`src/rtl/core/ncb_pkg.sv`:
```
// shared types, constants and helpers for the cpu bus decoder
`timescale 1ns / 1ps
package ncb_pkg;

	localparam int RAM_MIRROR_SIZE_DEF = 2048;
	localparam int STORE_DEPTH         = 65536;
	localparam int STORE_AW            = 16;

	localparam logic [1:0] KIND_READ    = 2'd0;
	localparam logic [1:0] KIND_WRITE   = 2'd1;
	localparam logic [1:0] KIND_PRELOAD = 2'd2;

	localparam logic [15:0] PPU_BASE    = 16'h2000;
	localparam logic [15:0] DMA_ADDR    = 16'h4014;
	localparam logic [15:0] PAD_ADDR    = 16'h4016;
	localparam logic [15:0] PAD_HI_ADDR = 16'h4017;
	localparam logic [15:0] RAM_LIMIT   = 16'h1FFF;
	localparam logic [7:0]  PAD_HI_KEEP = 8'hC0;
	localparam logic [7:0]  FILL_BYTE   = 8'hFF;

	typedef struct packed {
		logic [7:0]  read_data;
		logic        ppu_access;
		logic [2:0]  ppu_reg;
		logic        ppu_write;
		logic [7:0]  ppu_data;
		logic        dma_start;
		logic [7:0]  dma_page;
		logic        chr_update;
		logic [15:0] chr_offset;
	} res_t;

	// controller to datapath
	typedef struct packed {
		logic clr_step;
		logic accept;
		logic rd_done;
	} cmd_t;

	// datapath to controller
	typedef struct packed {
		logic clr_last;
		logic need_read;
		logic space;
	} sts_t;

	// power-up contents of the store
	function automatic logic [7:0] preset_byte(input logic [15:0] addr);
		logic [7:0] b;
		b = FILL_BYTE;
		case (addr)
			16'h0008: b = 8'hF7;
			16'h0009: b = 8'hEF;
			16'h000A: b = 8'hDF;
			16'h000F: b = 8'hBF;
			default:  b = FILL_BYTE;
		endcase
		return b;
	endfunction

endpackage

```
`src/rtl/core/ncb_ctrl.sv`:
```
// controller: store clearing pass, access acceptance and read wait
`timescale 1ns / 1ps
module ncb_ctrl (
	input  logic         clk,
	input  logic         arst_n,
	input  logic         acc_valid,
	output logic         acc_ready,
	input  ncb_pkg::sts_t sts,
	output ncb_pkg::cmd_t cmd
);
	import ncb_pkg::*;

	localparam logic [1:0] ST_CLEAR = 2'd0;
	localparam logic [1:0] ST_IDLE  = 2'd1;
	localparam logic [1:0] ST_READ  = 2'd2;

	logic [1:0] state_q;
	logic [1:0] state_d;

	always_comb begin
		acc_ready    = (state_q == ST_IDLE) && sts.space;
		cmd.clr_step = (state_q == ST_CLEAR);
		cmd.accept   = acc_valid && acc_ready;
		cmd.rd_done  = (state_q == ST_READ);
		state_d      = state_q;
		case (state_q)
			ST_CLEAR: begin
				if (sts.clr_last) state_d = ST_IDLE;
			end
			ST_IDLE: begin
				if (cmd.accept && sts.need_read) state_d = ST_READ;
			end
			ST_READ: begin
				state_d = ST_IDLE;
			end
			default: state_d = ST_CLEAR;
		endcase
	end

	always_ff @(posedge clk or negedge arst_n) begin
		if (!arst_n) begin
			state_q <= ST_CLEAR;
		end else begin
			state_q <= state_d;
		end
	end
endmodule

```
`config.mk`:
```
export PLATFORM = sky130hd
export DESIGN_NAME = ncb_ctrl
export DESIGN_NICKNAME = d
export VERILOG_FILES = /design/src/rtl/core/ncb_pkg.sv /design/src/rtl/core/ncb_ctrl.sv
export SDC_FILE = /design/constraint.sdc
export NUM_CORES = 1
export LEC_CHECK = 0
export BUFFER_PORTS_ARGS = -buffer_cell sky130_fd_sc_hd__buf_2
export CORE_AREA = 2 2 39 41
export CTS_CLUSTER_DIAMETER = 60
export DETAILED_ROUTE_END_ITERATION = 6
export DIE_AREA = 0 0 41 43
export GPL_TIMING_DRIVEN = 0
export PLACE_DENSITY = 0.33
export SYNTH_ARGS = -nofsm -noshare
export SYNTH_HDL_FRONTEND = slang
export SYNTH_SLANG_ARGS = --single-unit
export TNS_END_PERCENT = 30
```
`constraint.sdc`:
```
create_clock -name clk -period 1.37 [get_ports clk]
set_clock_uncertainty 0.2 [all_clocks]
set_input_delay 0.0685 -clock clk [delete_from_list [all_inputs] [get_ports clk]]
set_output_delay 0.0685 -clock clk [all_outputs]
set_load 0.01 [all_outputs]
```
---- Word level (Yosys, flattened, before mapping) ----
Cells that the tools add are included.
word-level totals
  register bits after elaboration ......... 2
  input bits .............................. 6
  logic and storage cells ................. 13
cells by class
  equal/unequal tests ..................... 4
  reduce and logical (&&, ||, !) cells .... 5
  muxes and demuxes ....................... 3
operators with widths
  kind                                                    count
  one-hot mux 2 bit (3 select lines)                      1
  two-way mux 2 bit                                       2
  logical AND 1 bit                                       3
  == test 2 x 1 -> 1 bit (second input constant)          1
  == test 2 bit (second input constant)                   1
  logical NOT 2 bit                                       1
  inequality test 2 x 1 -> 1 bit (second input constant)  1
  inequality test 2 bit (second input constant)           1
  AND reduction 2 bit                                     1

---- Logic depth before layout (Yosys ltp) ----
  depth after elaboration ................. 6
  gate-level depth with buffers ........... 2

---- Worst setup path after synthesis ----
OpenSTA, ideal clock, no wires.
  kind .................................... register -> output
  start ................................... register state_q[1]
  end ..................................... output port cmd[1] (netlist bit)
  stages on the path, launching flop included .. 3
  arrival time ............................ 0.704 ns
  buffers on the path ..................... 0
  setup slack ............................. 0.398 ns
  path through ............................ dfrtp_1 nand2b_4 nor2_1
RTL lines
  item                    RTL line        RTL
  start, declared         ncb_ctrl.sv:17  logic [1:0] state_q;
  start signal, assigned  ncb_ctrl.sv:44  state_q <= state_d;
  end, declared           ncb_ctrl.sv:9   output ncb_pkg::cmd_t cmd

==> flow_summary.ini <==
[setup_path]
critPathMaxFanout = 4
start_kind = flip-flop
path_cells = nand2b_4 -> nor2_1 -> buf_2
crit_family = flip-flops
crit_required_ns = 1.10
cp_slowest_cell = dfrtp_1
criticalPathCategory = reg2out
cp-end-kind = primary output
arrival_ns = 1.00
path_buf_inv = 1
rrSetupSlack_ns = 0.36
slowest_delay_ns = 0.39

[routing]
drt_iter0_drc = 1
drc = 0
ant_nets = 0
via_per_inst = 3.159
via_count = 139
wl_per_cell_um = 7.659
routed_wl_um = 337
drt-pass1-iter-count = 2

[logic_synthesis]
synth-adder-area-share = 0
synth-seq-cells = 2
syn_area_um2 = 111.4
ys_seq_area_frac = 0.4494
synth_top_family_by_area = simple AND/OR/NAND/NOR gates
synth_xor_area_frac = 0
yosysWarnings = 0
synth-simple-area-share = 0.4607
synthCells = 13
synth_area_per_cell_um2 = 8.566
synth_cell_types = 8
synth_compound_area_frac = 0.05618
muxShareOfSynthArea = 0
syn_nets = 19

[sta]
maxSlewViolCount = 0
period_needed_ns = 1.267
rsz0062_at_grt = no
setup_viol_count_final = 0
hold_ws_ns = 0.009817
tns_ns = 0
period_share = 0.9250
hold_viol = 0
maxSlewHeadroom = 0.8764
tightest_slew_ns = 0.1854
timing.fmax_mhz = 789.1

[pwr]
leakagePower_nw = 0.1239
power_per_cell_area_mw_per_mm2 = 1535
vdd_drop_max_mv = 0.3167
total_power_mw = 0.3515

[die]
die_h_um = 43
ios = 10
die_area_mm2 = 0.001763
rows = 14
start_util = 0.08047
die_w_um = 41
fp.coreArea_mm2 = 0.001384

[cts]
htreeDepth = 1
cts_resized = 0
clockBufferDepth = 2
clock_sinks = 2
cts_root_buffer = clkbuf_4
clk_pin_slew_worst_paths_ns = 0.03
cts_tree = done
worstSkewPairLatency_ns = 0.22
cts_setup_buffers = 0
cts_inserted_buffers = 3

[outcome]
outcome = finished, final reports clean

[grt]
grt_pass1_wl_um = 517
antenna_found_initial = 0
track_usage = 0.05115
grt_max_degree = 5
grt-ovfl-total = 0
grt_pass1_vias = 145

[worst_hold_path]
hold_path_class = in2reg

[placement]
dp_hpwl_um = 271.6
numPortBuffers = 9
routabilityCongestion = 0.5596
placedCellCount = 38

[finish]
final_common_cell = buf_2
finalNetCount = 36
fillers = 148
syn2layout_area_growth_pct = 105.6
final_util = 0.1655
regArea_um2 = 50.05
final_cell_mix = buf_2, nor2_1, clkbuf_4, dlygate4sd3_1
multi_input_area_um2 = 57.56
fin_cells = 44
layout-drive-gt1-share = 0.4643
largest_reg_flops = 2
antenna_cells = 0
largest-register = state_q
reg_top3 = state_q x2

[flow_run]
timing.max_cap.violations = 0
==> final timing paths <==
| kind | start | endpoint | cells after the start |
|---|---|---|---|
| min reg2reg | state_q[0]$_DFFE_PN0P_ | state_q[0]$_DFFE_PN0P_ | 1 |
| max | state_q[1]$_DFFE_PN0P_ | cmd[1] | 3 |
| max in group asynchronous | arst_n | state_q[1]$_DFFE_PN0P_ | 3 |
| max reg2reg | state_q[1]$_DFFE_PN0P_ | state_q[0]$_DFFE_PN0P_ | 2 |
| min in group asynchronous | arst_n | state_q[0]$_DFFE_PN0P_ | 3 |
| min | sts[1] | state_q[0]$_DFFE_PN0P_ | 3 |
==> per-stage QoR <==
step	instance area, um2	setup WS, ns
floorplan	111.4	0.3976
global placement	176.4	0.3387
detailed placement	176.4	0.3291
CTS	229.0	0.07969
global route	229.0	0.05141
finish	229.0	0.1028
==> synthesized netlist by cell type <==
master | number | area, um2
nor2_1 | 4 | 15.01
dfrtp_1 | 2 | 50.05
nor2b_1 | 2 | 12.51
and3_1 | 1 | 6.260
inv_1 | 1 | 3.750
nand2_1 | 1 | 3.750
nand2b_4 | 1 | 13.76
o22ai_1 | 1 | 6.260
==> worst register-to-register path, cell delays in order (launching register included) <==
cell	delay [ns]
dfrtp_1	0.39
nand2b_4	0.16
o22ai_1	0.17
==> per-layer routing <==
layer,GRT usage,vias up,wire length (um)
li1,-,73,-
met1,0.06090,54,161
met2,0.04375,10,112
met3,0.04712,2,57
met4,0.06000,0,6
met5,0,-,0
==> timing repair <==
item / 4_1_cts / 5_1_grt
setup endpoints to repair: 0 / 0
hold buffers: 3 / 0
hold endpoints to repair: 3 / 0
==> layout make-up <==
class | instances | share of cell area
Clock buffer | 3 | 0.09836
Inverter | 1 | 0.01639
Multi-Input combinational cell | 10 | 0.2514
Sequential cell | 2 | 0.2186
Tap cell | 16 | 0.08743
Timing Repair Buffer | 12 | 0.3279
==> power breakdown <==
part	switching (mW)	internal [mW]
combinational	0.0578	0.0610
clock	0.0339	0.0967
sequential	0.0254	0.0767
==> kinds of logic (layout without fill, tap and decap cells) <==
family | after synthesis | count (layout)
AO/OA/AOI/OAI | 1 | 1
buffers and inverters | 1 | 16
flip-flops | 2 | 2
AND/OR/NAND/NOR | 9 | 9
Note: power is estimated with default switching activity, not from simulation.
